==> src/rtl/afi_pkg.sv <==
// ----------------------------------------------------------------------------
// afi_pkg
// Shared types and constants of the audio sample FIFO interface: request and
// response payloads, opcodes, register indexes and FIFO command and status.
// ----------------------------------------------------------------------------
`default_nettype none

package afi_pkg;

   localparam int FIFO_DEPTH_DEF = 512;
   localparam int SAMPLE_W       = 16;
   localparam int ADC_W          = 12;
   localparam int CODE_W         = 12;
   localparam int COUNT_W        = 10;
   localparam int GAIN_W         = 16;
   localparam int OFFSET_W       = 12;
   localparam int CSR_IDX_W      = 2;
   localparam int CSR_DATA_W     = 16;
   localparam int PROD_W         = SAMPLE_W + GAIN_W + 1;
   localparam int FRAC_W         = 12;

   localparam logic [GAIN_W-1:0]   GAIN_RESET   = 16'd4096;
   localparam logic [CODE_W-1:0]   MID_DAC8     = 12'd128;
   localparam logic [CODE_W-1:0]   MID_PWM12    = 12'd2048;
   localparam logic [SAMPLE_W-1:0] SAMPLE_MAX   = 16'h7FFF;
   localparam logic [SAMPLE_W-1:0] SAMPLE_MIN   = 16'h8000;

   typedef enum logic [2:0] {
      OP_TICK        = 3'd0,
      OP_PUSH_TX     = 3'd1,
      OP_POP_RX      = 3'd2,
      OP_CLEAR_FLAGS = 3'd3,
      OP_CLEAR_FIFOS = 3'd4
   } opcode_type;

   typedef enum logic [CSR_IDX_W-1:0] {
      CSR_OUTPUT_MODE = 2'd0,
      CSR_TX_GAIN     = 2'd1,
      CSR_RX_BIAS     = 2'd2
   } csr_index_type;

   typedef struct packed {
      logic [2:0]                 opcode;
      logic [ADC_W-1:0]           adc_code;
      logic signed [SAMPLE_W-1:0] tx_word;
   } req_type;

   typedef struct packed {
      logic [CODE_W-1:0]          dac_code;
      logic                       accepted;
      logic signed [SAMPLE_W-1:0] rx_word;
      logic                       rx_overflow;
      logic                       tx_overflow;
      logic [COUNT_W-1:0]         rx_count;
      logic [COUNT_W-1:0]         tx_count;
   } rsp_type;

   typedef struct packed {
      logic push;
      logic pop;
      logic clr_drop;
      logic clear;
   } fifo_cmd_type;

   typedef struct packed {
      logic               push_ok;
      logic               pop_ok;
      logic               drop;
      logic [COUNT_W-1:0] count;
   } fifo_stat_type;

endpackage

`default_nettype wire

==> src/rtl/afi_tx_shaper.sv <==
// ----------------------------------------------------------------------------
// afi_tx_shaper
// Scales a gained transmit product back by the Q4.12 fraction (toward zero),
// saturates to 16 bits and packs it as a DAC or PWM code.
// ----------------------------------------------------------------------------
`default_nettype none

module afi_tx_shaper (
   input  wire logic signed [afi_pkg::PROD_W-1:0] product,
   input  wire logic                              mode_pwm,
   input  wire logic                              got_sample,
   output logic [afi_pkg::CODE_W-1:0]             code
);
   import afi_pkg::*;

   localparam int Q_W = PROD_W - FRAC_W;

   logic [PROD_W-1:0]   adj;
   logic [Q_W-1:0]      q;
   logic [SAMPLE_W-1:0] sat;
   logic [SAMPLE_W-1:0] biased;

   always_comb begin
      // bias negative products so the shift truncates toward zero
      adj = product + {{(PROD_W-FRAC_W){1'b0}}, {FRAC_W{product[PROD_W-1]}}};
      q   = adj[PROD_W-1:FRAC_W];

      if (q[Q_W-1:SAMPLE_W-1] == '0 || q[Q_W-1:SAMPLE_W-1] == '1) begin
         sat = q[SAMPLE_W-1:0];
      end else begin
         sat = q[Q_W-1] ? SAMPLE_MIN : SAMPLE_MAX;
      end

      biased = {~sat[SAMPLE_W-1], sat[SAMPLE_W-2:0]};

      if (!got_sample) begin
         code = mode_pwm ? MID_PWM12 : MID_DAC8;
      end else if (mode_pwm) begin
         code = biased[SAMPLE_W-1:4];
      end else begin
         code = {4'd0, biased[SAMPLE_W-1:8]};
      end
   end

endmodule

`default_nettype wire
==> config.mk <==
export PLATFORM = sky130hd
export DESIGN_NAME = afi_tx_shaper
export DESIGN_NICKNAME = d
export VERILOG_FILES = /design/src/rtl/afi_pkg.sv /design/src/rtl/afi_tx_shaper.sv
export SDC_FILE = /design/constraint.sdc
export NUM_CORES = 1
export LEC_CHECK = 0
export BUFFER_PORTS_ARGS = -buffer_cell sky130_fd_sc_hd__buf_2
export CAP_MARGIN = 20
export CORE_MARGIN = 4
export CORE_UTILIZATION = 42
export DETAILED_ROUTE_END_ITERATION = 12
export PLACE_DENSITY = 0.89
export RECOVER_POWER = 25
export SLEW_MARGIN = 20
export SYNTH_ARGS = -nofsm -noshare
export SYNTH_HDL_FRONTEND = slang
export SYNTH_SLANG_ARGS = --single-unit
==> constraint.sdc <==
create_clock -name vclk -period 2.5
set_input_delay 0.375 -clock vclk [all_inputs]
set_output_delay 0.375 -clock vclk [all_outputs]
set_load 0.005 [all_outputs]
==> results.cfg, run 1 <==
[outcome]
status = finished with violations
violations = negative setup slack

[worst_setup_path]
arrival_ns = 2.47
critPathKind = in -> out
crit_path_start_kind = input pin
cp-end-kind = output pin
required_ns = 2.12
crit_fanout = 7

[power_and_ir_drop]
peakVddDrop_v = 0.000133
p_leak_nw = 0.648
power.density_nw_per_um2 = 152

[floorplanning]
initial_core_util_pct = 45.2
fp.dieW_microns = 51.4
core_area_sq_um = 1750
die_area_sq_um = 2640
die_h_microns = 51.4
ios = 47
row_count = 15

[sta]
report.final.slew_viol_count = 0
max_freq_ghz = 0.351
timing.hold.ws_ns = 1.07
hold_violations = 0
finalCritPeriodShare_pct = 114
setup_viol = 12
min_period_ns = 2.85
worst_slew_pin_slew_ns = 0.329
grt_setup_unrepaired = yes
maxSlewHeadroom_pct = 78.1
finalWorstSetupSlack_ns = -0.349

[route]
met3_length_microns = 238
num_vias = 1150
wl_met1_microns = 1360
first_pass_iters = 4
drcViolationCount = 0
drt_iter0_markers = 34
wl_met2_microns = 1850
wire_per_inst_microns = 18.8
wl_microns = 3600
drt.antenna.violating_nets = 0
via_per_inst = 5.99
routed.top_layer = met4

[yosys]
ys_types = 36
synth_cells = 104
synth_fp_nets = 150
ys_seq_area_share_pct = 0
synthesis.area_sq_um = 790
ys_warn_count = 0
syn_area_per_cell_sq_um = 7.59

[placed_design]
place_congestion = 0.874
dp_hpwl_microns = 2050
port_buffers = 47
dp_slack_ns = -0.436

[final_layout]
regArea_sq_um = 0
design.seq.count = 0
finalNetCount = 215
nClkBuffers = 0
antenna_cells = 0
final_cell_mix = 47 x buf_2, 13 x buf_4, 9 x a21oi_1
fillers = 90
area_delta_synth_final_pct = 85.6
drive_gt1_share_pct = 64.1
final_common_cell = buf_2

[global_routing]
grt-ovfl-total = 0
grt_pass1_wl_microns = 5400
antenna_found_initial = 0
grt.total_usage_pct = 26.7
grt_max_degree = 11
grt_pass1_vias = 1202

[job]
drv_cap = 0

[cts]
ctsHoldBuffers = 0

[min_path]
worstHoldPathType = in -> out
holdPathStages = 3
==> per-layer routing <==
metal | up-vias | track usage [%]
met1 | 553 | 30.3
met4 | 0 | 11.8
met2 | 59 | 49.1
met3 | 16 | 3.21
met5 | - | 0
li1 | 522 | -
==> synthesized netlist by cell type, drive strengths merged <==
| library cell | instances | share of area, % |
|---|---|---|
| o21a | 2 | 1.9 |
| xnor2 | 3 | 3.3 |
| and3 | 7 | 5.7 |
| ha | 11 | 17 |
| o31ai | 2 | 2.5 |
| a21oi | 17 | 11 |
| nand4 | 4 | 5.1 |
| and4 | 1 | 1.4 |
| o22ai | 1 | 0.79 |
| and2 | 3 | 2.4 |
| nand3 | 5 | 3.2 |
| a211oi | 4 | 6.3 |
| inv | 2 | 0.95 |
| nand2 | 8 | 3.8 |
| nor2 | 4 | 1.9 |
| o2111ai | 1 | 1.1 |
| mux2 | 4 | 5.7 |
| o21ai | 5 | 4.6 |
| nor2b | 1 | 0.79 |
| a31oi | 1 | 0.79 |
| a21bo | 1 | 1.3 |
| nor3 | 1 | 1.3 |
| a21boi | 2 | 1.9 |
| a2bb2oi | 1 | 1.1 |
| clkbuf | 1 | 0.47 |
| buf | 2 | 1.6 |
| xor2 | 8 | 8.9 |
| mux2i | 2 | 2.5 |
==> logic make-up after synthesis <==
kind of cell               Yosys count  share of synthesized area, %
xor gates and xnor gates            11                          12.2
muxes                                6                          8.24
adders and majority gates           11                          17.4
AOI/OAI and AO/OA                   37                          33.6
and+or+nand+nor                     34                          25.5
buffers and inverters                5                          3.01
==> power breakdown <==
group          internal, mW  switching [mW]  leakage, nW
registers                 0               0            0
logic                 0.113           0.109        0.648
clock network             0               0            0
==> stage by stage <==
step | cells | util (%) | TNS (ns) | total power, mW | cell area (sq um)
after floorplan | 104 | - | 0 | 0.0781 | 790
after global placement | 188 | 66.0 | -3.76 | 0.148 | 1150
after detailed placement | 188 | 66.0 | -5.05 | 0.156 | 1150
after CTS | 192 | 80.1 | -2.34 | 0.196 | 1400
after global routing | 192 | 83.9 | -5.28 | 0.240 | 1470
final | 192 | 83.9 | -3.83 | 0.222 | 1470
==> what timing repair did <==
action                     4_1_cts  5_1_grt
cloned                           2        0
setup endpoints to repair       12       12
setup buffers                    3        0
pin swaps                       21        6
gates resized for setup         29       14
==> critical path, stage by stage <==
cell	delay, ns
buf_16	0.13
ha_4	0.27
nand4_1	0.16
nor2_2	0.20
o31ai_4	0.10
buf_6	0.14
and3_1	0.19
o31ai_2	0.26
o21ai_1	0.15
a21boi_0	0.19
a2bb2oi_1	0.17
buf_2	0.13
==> layout make-up <==
cell class / count / area [sq um] / area share, %
well taps: 25 / 31.3 / 2.13
repair buffers: 66 / 442 / 30.1
multi-input cells: 99 / 985 / 67.2
inverters: 2 / 7.51 / 0.512
==> path summary, 6_finish.rpt <==
kind | startpoint | end | slack, ns
setup / recovery | product[32] | code[7] | -0.35
hold / removal | got_sample | code[7] | 1.07
No activity file was read; power rests on OpenSTA's default activity.
==> inputs of run 2 (changes only) <==
--- a/config.mk
+++ b/config.mk
@@ -10,8 +10,10 @@
 export CORE_MARGIN = 4
 export CORE_UTILIZATION = 42
 export DETAILED_ROUTE_END_ITERATION = 12
+export GPL_TIMING_DRIVEN = 1
 export PLACE_DENSITY = 0.89
 export RECOVER_POWER = 25
+export SETUP_SLACK_MARGIN = 0.02
 export SLEW_MARGIN = 20
 export SYNTH_ARGS = -nofsm -noshare
 export SYNTH_HDL_FRONTEND = slang
==> run 2 against run 1 <==
Against the previous run:
- the flow still finishes with violations (negative setup slack)
- worst setup slack worse by 0.028 ns
- utilization down 2.2 points
- power down 3.2%
- combinational power down 3%
- sequential share of layout area unchanged
==> results.cfg, run 2 (synthesized netlist as in run 1, its figures left out) <==
[min_path]
whs_endpoint = code[11]
worst_hold_startpoint = got_sample
holdPathStages = 3
worstHoldPathType = in -> out

[power_and_ir_drop]
power.density_nw_per_um2 = 151
p_leak_nw = 0.624
peakVddDrop_v = 0.0000973

[global_routing]
grt_use_met3_pct = 3.21
grt.total_usage_pct = 23.9
grt_pass1_vias = 1135
grt_max_degree = 12
grt-ovfl-total = 0
antenna_found_initial = 0
grt_pass1_wl_microns = 4950
grt.busiest_layer = met2
use_met1_pct = 26.8
grt_use_met2_pct = 46.6

[route]
drt_iter0_markers = 36
wire_per_inst_microns = 18.9
first_pass_iters = 4
drcViolationCount = 0
drt.antenna.violating_nets = 0
wl_microns = 3660
via_per_inst = 6.16
num_vias = 1188

[job]
drv_cap = 0

[outcome]
violations = negative setup slack
status = finished with violations

[final_layout]
final_cell_mix = 47 x buf_2, 16 x buf_4, 9 x a21oi_2
antenna_cells = 0
drive_gt1_share_pct = 63.1
nClkBuffers = 0
finalNetCount = 216
design.seq.count = 0
regArea_sq_um = 0
area_delta_synth_final_pct = 80.7
fillers = 100
final_common_cell = buf_2

[floorplanning]
row_count = 15
core_area_sq_um = 1750
die_area_sq_um = 2640
initial_core_util_pct = 45.2
ios = 47
fp.dieW_microns = 51.4
die_h_microns = 51.4

[sta]
finalCritPeriodShare_pct = 115
grt_setup_unrepaired = yes
worst_slew_pin_slew_ns = 0.376
report.final.slew_viol_count = 0
finalWorstSetupSlack_ns = -0.377
maxSlewHeadroom_pct = 74.9
hold_violations = 0
timing.hold.ws_ns = 1.09
max_freq_ghz = 0.348
min_period_ns = 2.88
setup_viol = 12
tns_ns = -4.11

[placed_design]
dp_hpwl_microns = 2130
port_buffers = 47
place_congestion = 0.853

[cts]
ctsHoldBuffers = 0

[worst_setup_path]
critPathKind = in -> out
cp-end-kind = output pin
crit_fanout = 7
crit_path_start_kind = input pin
arrival_ns = 2.50
required_ns = 2.12
==> run 2: cell types whose count changed in the layout (fill, tap and decap cells not counted), sizes merged <==
cell	delta
buf	+1
==> run 2: cell type report <==
class | count | area (sq um) | area share, %
Multi-Input combinational cell | 99 | 953 | 66.8
Timing Repair Buffer | 67 | 434 | 30.4
Tap cell | 25 | 31.3 | 2.19
Inverter | 2 | 7.51 | 0.526
==> run 2: worst max-delay path by stage <==
stage                startpoint  slack, ns       end  cells after the start
finish              product[32]      -0.38   code[9]                     12
global route        product[32]      -0.50  code[10]                     13
CTS                 product[32]      -0.25   code[9]                     12
detailed placement  product[32]      -0.45  code[10]                     12
global placement    product[32]      -0.32   code[6]                     12
floorplan            product[4]       0.04   code[5]                     10
==> run 2: critical path, cell delays in order <==
cell and delay (ns):
buf_12 0.12, ha_4 0.27, nand4_1 0.16, nor2_2 0.19
o31ai_4 0.10, buf_6 0.14, and3_1 0.19, o31ai_2 0.29
o21ai_2 0.14, buf_4 0.19, a211oi_2 0.18, buf_2 0.14
==> run 2: metal layers <==
metal	share of wire [%]	vias to the layer above
li1	-	527
met1	35	571
met2	53	72
met3	7.5	18
met4	4.0	0
met5	0	-
==> run 2: report_power, final <==
| group | total (mW) | internal [mW] | switching, mW |
|---|---|---|---|
| registers | 0 | 0 | 0 |
| logic | 0.215 | 0.107 | 0.108 |
| clock network | 0 | 0 | 0 |
| total | 0.215 | 0.107 | 0.108 |
==> run 2: timing repair <==
item | 4_1_cts | 5_1_grt
gates cloned | 2 | 0
pin swaps | 19 | 10
gates resized for setup | 23 | 16
endpoints found under the setup margin | 12 | 12
setup buffers | 4 | 2
==> run 2: metrics by stage <==
stage	util, %	instance area (sq um)	setup slack [ns]	std cells	power (mW)
2_1_floorplan	-	790	0.0428	104	0.0781
3_3_place_gp	65.6	1140	-0.324	187	0.146
3_5_place_dp	65.6	1140	-0.454	187	0.156
4_1_cts	75.8	1320	-0.253	191	0.185
5_1_grt	81.7	1430	-0.505	193	0.233
6_report	81.7	1430	-0.377	193	0.215
