===== src/rtl/afi_pkg.sv =====
// ----------------------------------------------------------------------------
// afi_pkg
// Shared types and constants of the audio sample FIFO interface: request and
// response payloads, opcodes, register indexes and FIFO command and status.
// ----------------------------------------------------------------------------
`default_nettype none

package afi_pkg;

   localparam int FIFO_DEPTH_DEF = 512;
   localparam int SAMPLE_W       = 16;
   localparam int ADC_W          = 12;
   localparam int CODE_W         = 12;
   localparam int COUNT_W        = 10;
   localparam int GAIN_W         = 16;
   localparam int OFFSET_W       = 12;
   localparam int CSR_IDX_W      = 2;
   localparam int CSR_DATA_W     = 16;
   localparam int PROD_W         = SAMPLE_W + GAIN_W + 1;
   localparam int FRAC_W         = 12;

   localparam logic [GAIN_W-1:0]   GAIN_RESET   = 16'd4096;
   localparam logic [CODE_W-1:0]   MID_DAC8     = 12'd128;
   localparam logic [CODE_W-1:0]   MID_PWM12    = 12'd2048;
   localparam logic [SAMPLE_W-1:0] SAMPLE_MAX   = 16'h7FFF;
   localparam logic [SAMPLE_W-1:0] SAMPLE_MIN   = 16'h8000;

   typedef enum logic [2:0] {
      OP_TICK        = 3'd0,
      OP_PUSH_TX     = 3'd1,
      OP_POP_RX      = 3'd2,
      OP_CLEAR_FLAGS = 3'd3,
      OP_CLEAR_FIFOS = 3'd4
   } opcode_type;

   typedef enum logic [CSR_IDX_W-1:0] {
      CSR_OUTPUT_MODE = 2'd0,
      CSR_TX_GAIN     = 2'd1,
      CSR_RX_BIAS     = 2'd2
   } csr_index_type;

   typedef struct packed {
      logic [2:0]                 opcode;
      logic [ADC_W-1:0]           adc_code;
      logic signed [SAMPLE_W-1:0] tx_word;
   } req_type;

   typedef struct packed {
      logic [CODE_W-1:0]          dac_code;
      logic                       accepted;
      logic signed [SAMPLE_W-1:0] rx_word;
      logic                       rx_overflow;
      logic                       tx_overflow;
      logic [COUNT_W-1:0]         rx_count;
      logic [COUNT_W-1:0]         tx_count;
   } rsp_type;

   typedef struct packed {
      logic push;
      logic pop;
      logic clr_drop;
      logic clear;
   } fifo_cmd_type;

   typedef struct packed {
      logic               push_ok;
      logic               pop_ok;
      logic               drop;
      logic [COUNT_W-1:0] count;
   } fifo_stat_type;

endpackage

`default_nettype wire


===== src/rtl/afi_fifo_ctl.sv =====
// ----------------------------------------------------------------------------
// afi_fifo_ctl
// Pointers, full flag and sticky drop flag of one circular sample FIFO.
// Produces the store addresses and the status after the current request.
// ----------------------------------------------------------------------------
`default_nettype none

module afi_fifo_ctl #(
   parameter int DEPTH = afi_pkg::FIFO_DEPTH_DEF,
   parameter int PTR_W = $clog2(DEPTH)
) (
   input  wire logic                   clock,
   input  wire logic                   reset,
   input  wire afi_pkg::fifo_cmd_type  cmd,
   output afi_pkg::fifo_stat_type      stat,
   output logic [PTR_W-1:0]            wr_addr,
   output logic [PTR_W-1:0]            rd_addr
);
   import afi_pkg::*;

   localparam int               CNT_W    = $clog2(DEPTH + 1);
   localparam logic [PTR_W-1:0] PTR_LAST = PTR_W'(DEPTH - 1);

   logic [PTR_W-1:0] wr_ff, wr_in;
   logic [PTR_W-1:0] rd_ff, rd_in;
   logic             full_ff, full_in;
   logic             drop_ff, drop_in;
   logic             empty;
   logic [PTR_W-1:0] wr_inc, rd_inc;
   logic [CNT_W-1:0] count;

   function automatic logic [PTR_W-1:0] ptr_inc(input logic [PTR_W-1:0] p);
      return (p == PTR_LAST) ? '0 : p + PTR_W'(1);
   endfunction

   always_comb begin
      empty  = (wr_ff == rd_ff) && !full_ff;
      wr_inc = ptr_inc(wr_ff);
      rd_inc = ptr_inc(rd_ff);

      stat.push_ok = cmd.push && !full_ff;
      stat.pop_ok  = cmd.pop && !empty;

      wr_in   = wr_ff;
      rd_in   = rd_ff;
      full_in = full_ff;
      drop_in = drop_ff;
      if (cmd.clear) begin
         wr_in   = '0;
         rd_in   = '0;
         full_in = 1'b0;
         drop_in = 1'b0;
      end else begin
         if (stat.push_ok) begin
            wr_in   = wr_inc;
            full_in = (wr_inc == rd_ff);
         end
         if (cmd.push && full_ff) begin
            drop_in = 1'b1;
         end
         if (stat.pop_ok) begin
            rd_in   = rd_inc;
            full_in = 1'b0;
         end
         if (cmd.clr_drop) begin
            drop_in = 1'b0;
         end
      end

      // occupancy after this request, wrapping modulo the depth
      if (wr_in == rd_in) begin
         count = full_in ? CNT_W'(DEPTH) : '0;
      end else if (wr_in > rd_in) begin
         count = CNT_W'(wr_in) - CNT_W'(rd_in);
      end else begin
         count = CNT_W'(DEPTH) - CNT_W'(rd_in) + CNT_W'(wr_in);
      end

      stat.drop  = drop_in;
      stat.count = COUNT_W'(count);
   end

   always_ff @(posedge clock) begin
      if (reset) begin
         wr_ff   <= '0;
         rd_ff   <= '0;
         full_ff <= 1'b0;
         drop_ff <= 1'b0;
      end else begin
         wr_ff   <= wr_in;
         rd_ff   <= rd_in;
         full_ff <= full_in;
         drop_ff <= drop_in;
      end
   end

   assign wr_addr = wr_ff;
   assign rd_addr = rd_ff;

   a_full_ptrs_equal: assert property (@(posedge clock) disable iff (reset)
      full_ff |-> (wr_ff == rd_ff))
      else $error("fifo full with pointers apart");

   a_refused_push_drops: assert property (@(posedge clock) disable iff (reset)
      (cmd.push && full_ff && !cmd.clear && !cmd.clr_drop) |=> drop_ff)
      else $error("refused push did not set drop flag");

   a_pop_clears_full: assert property (@(posedge clock) disable iff (reset)
      (cmd.pop && !empty && !cmd.push) |=> !full_ff)
      else $error("fifo still full after pop");

endmodule

`default_nettype wire


===== config.mk =====
export PLATFORM = sky130hd
export DESIGN_NAME = afi_fifo_ctl
export DESIGN_NICKNAME = d
export VERILOG_FILES = /design/src/rtl/afi_pkg.sv /design/src/rtl/afi_fifo_ctl.sv
export SDC_FILE = /design/constraint.sdc
export NUM_CORES = 1
export LEC_CHECK = 0
export BUFFER_PORTS_ARGS = -buffer_cell sky130_fd_sc_hd__buf_2
export CORE_MARGIN = 8
export CORE_UTILIZATION = 30
export DETAILED_ROUTE_END_ITERATION = 12
export GPL_TIMING_DRIVEN = 0
export PLACE_DENSITY_LB_ADDON = 0.15
export SKIP_LAST_GASP = 1
export SLEW_MARGIN = 10
export SYNTH_ARGS = -nofsm -noshare
export SYNTH_HDL_FRONTEND = slang
export SYNTH_SLANG_ARGS = --single-unit
export TNS_END_PERCENT = 1

===== constraint.sdc =====
create_clock -name clock -period 3.7 [get_ports clock]
set_clock_uncertainty 0.1 [all_clocks]
set_input_delay 0.555 -clock clock [delete_from_list [all_inputs] [get_ports clock]]
set_output_delay 0.555 -clock clock [all_outputs]
set_load 0.02 [all_outputs]

==> impl_metrics.csv, run 1 <==
group,metric,value,unit
power_and_ir_drop,p_int,329,uW
power_and_ir_drop,p_switching,141,uW
critical_path,ff2ff_setup_slack,1.11,ns
power_and_ir_drop,vdd_ir_drop_max,0.136,mV
final_layout,multi_input_area,1680,um^2
power_and_ir_drop,powerDensity,159,nW/um^2
cts,path_clk_slew,0.08,ns
cts,clock_latency,0.26,ns
timing,timing.final.crit_share,113,%
cts,cts_buffers,3,
global_routing,grt_pass1_vias,2126,
synth,async_flop_share,0,%
critical_path,worst_ep_arrival_time,3.54,ns
placement,placed_cell_area,2450,um^2
final_layout,nets,371,
cts,clock-root-buffer,"clkbuf_8",
drt,drc,0,
floorplan,die_height,98.0,um
timing,setup-violations-final,9,
floorplan,die_x,98.0,um
critical_path,critical_path_class,"flop to primary output",
final_layout,area_delta_synth_final,46.8,%
final_layout,layout_commonest_cell,"buf_4",
timing,rsz0062_at_grt,"yes",
floorplan,ioPinCount,37,
synth,yosysUniqueCellTypes,51,
synth,syn_avg_cell_area,7.47,um^2
timing,tns,-3.72,ns
timing,slew_viol_final,0,
timing,timing.hold.ws,0.376,ns
final_layout,layout_common_cells,"buf_4, buf_2, nor2_1, a21oi_1, o21ai_0",
timing,tightest_slew,0.523,ns
global_routing,grt_pass1_wl,11.0,mm
timing,hold_viol,0,
final_layout,seqCellArea,448,um^2
flow_run,drv_cap,0,
synth,synth_top_area_share,19.9,%
critical_path,worstPathRequired,3.04,ns
critical_path,cp-end-kind,"primary output",
timing,fmax,238,MHz
placement,placed_cells,385,
floorplan,design.core.area,6640,um^2
floorplan,fp-row-count,30,
global_routing,grt_max_degree,12,
drt,routed_wl,7.10,mm
final_layout,fin_area,2960,um^2
power_and_ir_drop,clkPwrFrac,32.4,%
global_routing,antenna_found_initial,0,
cts,numClockSinks,20,
placement,io_buffer_count,35,
timing,fin_crit,4.19,ns
floorplan,initial_core_util,30.3,%
synth,ys_ff_latch,20,
power_and_ir_drop,power_frac_comb,22.8,%
synth,syn_inst,270,
global_routing,grt_overflow_total,0,
floorplan,dieArea,9600,um^2
drt,routed_via_density,5.29,
drt,via_count,2275,
synth,ys.flop_type,"dfxtp_1",
outcome,violations,"setup timing",
placement,dp_hpwl,5.03,mm
final_layout,fillCellCount,703,
synth,synth_edf_count,0,
critical_path,startpoint_type,"flop",
cts,cts_tree,"done",
drt,wire_per_inst,16.5,um
cts,holdBufCountCts,0,
final_layout,diodes,0,
final_layout,layout-drive-gt1-share,43.4,%
drt,firstDrtPassIters,5,
placement,gp_congestion,0.848,
cts,htreeDepth,1,
power_and_ir_drop,power.total,470,uW
global_routing,grt_usage,14.0,%
timing,slew_headroom,65.2,%
synth,synth_nets,290,
timing,layout_setup_ws,-0.495,ns
power_and_ir_drop,swShare,30.0,%
critical_path,crit_path_max_fanout,6,
min_path,hold_path_class,"input pin to flop",
power_and_ir_drop,p_leak,0.00119,uW
power_and_ir_drop,seq_power_share,44.8,%
outcome,outcome,"complete, but fails checks",
cts,clockBufferDepth,2,
synth,netlist_area,2020,um^2
synth,ys_seq_area_share,19.9,%
final_layout,instances_no_fill,430,
synth,yosys_warnings,0,
synth,synth_top_area_cell,"dfxtp_1",
drt,dr.first_iter.drc_count,131,
drt,antenna_left,0,
synth,synthTopCellsByArea,"dfxtp_1, ha_1, nor2_1",
[what timing repair did]
item / in CTS / in global routing
pin swaps: 19 / 15
gates resized for setup: 35 / 9
endpoints found under the setup margin: 9 / 9
setup buffers: 27 / 21
hold endpoints to repair: 0 / 0
[synthesized netlist by cell type (6+ instances only)]
cell,number
a21o_1,6
a21oi_1,22
buf_2,8
clkbuf_1,9
dfxtp_1,20
ha_1,13
nand2_1,14
nand2b_1,7
nand3_1,7
nor2_1,30
nor2b_1,11
nor3_1,7
nor4_1,8
o21ai_0,16
xnor2_1,10
[registers in the layout, indices dropped and copies added (netlist names)]
signal	count
drop_ff	1
full_ff	1
rd_addr	9
wr_addr	9
[power by group through the flow]
stage               Clock, uW  Sequential, uW  Combinational (uW)
detailed placement          0             218                80.7
global route              164             211                 116
global placement            0             218                80.9
floorplan                   0             219                55.8
finish                    153             211                 107
CTS                       157             211                 100
[stage by stage]
step           util [%]  setup WS (ns)
4_1_cts            42.8         -0.518
6_report           44.5         -0.495
2_1_floorplan         -         -0.172
3_5_place_dp       36.9         -0.700
5_1_grt            44.5         -0.677
3_3_place_gp       36.9         -0.709
[routing by layer]
metal	up-vias	global-route usage, %	wire length, um
li1	1137	-	-
met1	1076	17.8	3290
met2	54	23.4	3400
met3	8	2.20	281
met4	0	5.04	125
met5	-	0	0
[kinds of logic after synthesis]
group	synth area share (%)
mux	1.49
simple gates	34.3
xor+xnor	7.32
flops	19.9
compound gates	21.5
buf+inv	6.52
fa+ha+maj	9.06
[path summary, 6_finish.rpt]
| kind | from | to | depth (start not counted) |
|---|---|---|---|
| worst max-delay path | rd_addr[1] | stat[8] | 16 |
| worst min-delay path | cmd[1] | drop_ff | 2 |
| worst max register to register | wr_addr[3] | rd_addr[0] | 14 |
| worst min register to register | drop_ff | drop_ff | 2 |
[cell type report]
class                   count  share of cell area [%]
plain buffers              15                    4.14
clock buffers               3                    1.40
clock inverters             1                   0.127
inverters                   6                   0.761
multi-input cells         222                    56.7
flip-flops and latches     20                    15.1
well taps                  80                    3.38
repair buffers             83                    18.4
[worst max-delay path: stages, from the launching register on]
cell and delay (ns):
dfxtp_4 0.38, ha_4 0.17, nand3_2 0.07, or2_4 0.12, nor2_2 0.03, ha_2 0.19
buf_4 0.14, or3b_2 0.47, a21o_1 0.23, ha_4 0.24, nor2b_4 0.13, o31a_1 0.30
o211ai_1 0.20, a21boi_2 0.10, nor2_2 0.11, mux2i_2 0.22, buf_4 0.17
Power figures use the tool's default switching activity.
==> run 2, diff against run 1 <==
--- a/config.mk
+++ b/config.mk
@@ -6,7 +6,7 @@
 export NUM_CORES = 1
 export LEC_CHECK = 0
 export BUFFER_PORTS_ARGS = -buffer_cell sky130_fd_sc_hd__buf_2
-export CORE_MARGIN = 8
+export CORE_MARGIN = 4
 export CORE_UTILIZATION = 30
 export DETAILED_ROUTE_END_ITERATION = 12
 export GPL_TIMING_DRIVEN = 0
==> impl_metrics.csv, run 2 (synthesis results as in run 1) <==
group,metric,value,unit
power_and_ir_drop,vdd_ir_drop_max,0.0924,mV
critical_path,crit_path_max_fanout,6,
global_routing,antenna_found_initial,0,
final_layout,layout_commonest_cell,"buf_4",
critical_path,reg2reg_depth,10,
min_path,hold_path_class,"input pin to flop",
flow_run,drv_cap,0,
timing,timing.final.crit_share,111,%
placement,gp_congestion,0.845,
placement,pre_cts_ws,-0.650,ns
cts,cts_tree,"done",
critical_path,worst_ep_arrival_time,3.44,ns
timing,rsz0062_at_grt,"yes",
outcome,outcome,"complete, but fails checks",
cts,holdBufCountCts,0,
timing,tightest_slew,0.503,ns
timing,fmax,244,MHz
critical_path,startpoint_type,"flop",
drt,via_count,2306,
final_layout,nets,370,
global_routing,grt_pass1_wl,11.0,mm
floorplan,dieArea,8090,um^2
cts,htreeDepth,1,
critical_path,crit_slowest_cell,"dfxtp_4",
final_layout,diodes,0,
global_routing,grt_max_degree,12,
timing,setup-violations-final,9,
final_layout,layout_common_cells,"buf_4, buf_2, nor2_1, o21ai_0, a21oi_1",
min_path,holdPathStages,2,
floorplan,die_x,90.0,um
outcome,violations,"setup timing",
final_layout,instances_no_fill,426,
critical_path,critical_path_class,"flop to primary output",
critical_path,slowest_delay,0.39,ns
final_layout,utilization,47.0,%
final_layout,seqCellArea,453,um^2
floorplan,initial_core_util,31.4,%
final_layout,fin_area,3020,um^2
final_layout,area_delta_synth_final,49.9,%
cts,numClockSinks,20,
placement,placed_cells,382,
cts,clock_latency,0.26,ns
timing,hold_viol,0,
drt,firstDrtPassIters,4,
timing,layout_setup_ws,-0.399,ns
critical_path,path_cells,"xnor2_2 > nand4_1 > o41ai_4 > buf_4 > nor4b_2 > a21oi_1 > a21o_1 > ha_4 > nor2b_4 > o31a_1 > o211ai_1 > a21boi_2 > nor2_2 > mux2i_2 > buf_4",
timing,slew_viol_final,0,
critical_path,worstPathRequired,3.04,ns
drt,routed_wl,7.11,mm
final_layout,multi_input_area,1740,um^2
timing,slew_headroom,66.5,%
power_and_ir_drop,powerDensity,156,nW/um^2
global_routing,grt_pass1_vias,2140,
critical_path,cp-end-kind,"primary output",
floorplan,design.core.area,6420,um^2
placement,io_buffer_count,35,
placement,dp_hpwl,4.83,mm
global_routing,grt_usage,16.6,%
drt,dr.first_iter.drc_count,128,
cts,clock-root-buffer,"clkbuf_8",
global_routing,grt_overflow_total,0,
drt,routed_via_density,5.41,
cts,cts_buffers,3,
drt,wire_per_inst,16.7,um
final_layout,layout-drive-gt1-share,46.4,%
cts,path_clk_slew,0.08,ns
drt,antenna_left,0,
timing,fin_crit,4.10,ns
critical_path,crit_top_cell,"buf_4",
final_layout,fillCellCount,634,
drt,drc,0,
floorplan,ioPinCount,37,
power_and_ir_drop,p_leak,0.00121,uW
floorplan,die_height,90.0,um
placement,placed_cell_area,2440,um^2
cts,clockBufferDepth,2,
floorplan,fp-row-count,29,
[run 2: cell types whose count changed in the layout (fill, tap and decap cells not counted), moves of 2 or more]
cell     delta
ha_2        -2
ha_4        +2
dfxtp_1     -2
a21oi_2     +2
a21oi_1     -2
[run 2: where the power goes]
part | switching [uW] | internal [uW] | total, uW
clock network | 75.4 | 76.7 | 152
registers | 1.57 | 208 | 210
logic | 61.5 | 49.0 | 111
[run 2: metal layers]
| layer | wire length, um | vias up | share of wire, % | track usage (%) |
|---|---|---|---|---|
| met2 | 3300 | 74 | 46 | 26.5 |
| met5 | 0 | - | 0 | 0 |
| met1 | 3360 | 1082 | 47 | 23.5 |
| met4 | 165 | 0 | 2.3 | 5.48 |
| li1 | - | 1136 | - | - |
| met3 | 284 | 14 | 4.0 | 1.59 |
[run 2: path summary, 6_finish.rpt]
path         startpoint  endpoint  slack, ns
min              cmd[1]   drop_ff       0.40
max reg2reg  wr_addr[1]   full_ff       1.23
min reg2reg     drop_ff   drop_ff       0.46
max          rd_addr[3]   stat[8]      -0.40
[run 2: worst max-delay path, delay by kind of cell (launching register included)]
kind / cells / cell delay, ns
compound gates: 6 / 1.31
xor+xnor: 1 / 0.16
fa+ha+maj: 1 / 0.23
buf+inv: 2 / 0.38
flops: 1 / 0.39
mux: 1 / 0.22
simple gates: 4 / 0.48
[run 2: cell type report]
type | count | share of cell area, %
Timing Repair Buffer | 83 | 18.0
Inverter | 6 | 0.745
Tap cell | 77 | 3.19
Clock buffer | 4 | 1.49
Multi-Input combinational cell | 222 | 57.6
Sequential cell | 20 | 15.0
Buffer | 14 | 3.93
[run 2: what timing repair did]
action / in CTS / in global routing
setup buffers: 28 / 20
endpoints found under the hold margin: 0 / 0
gates resized for setup: 37 / 20
cloned: 0 / 0
pin swaps: 20 / 20
endpoints found under the setup margin: 9 / 9
[run 2: metrics by stage]
step | hold WS, ns | power (uW) | setup TNS (ns)
finish | 0.397 | 472 | -2.35
global route | 0.398 | 499 | -4.50
CTS | 0.387 | 469 | -3.36
detailed placement | 0.444 | 298 | -4.14
global placement | 0.431 | 299 | -4.00
floorplan | 0.412 | 275 | -0.661
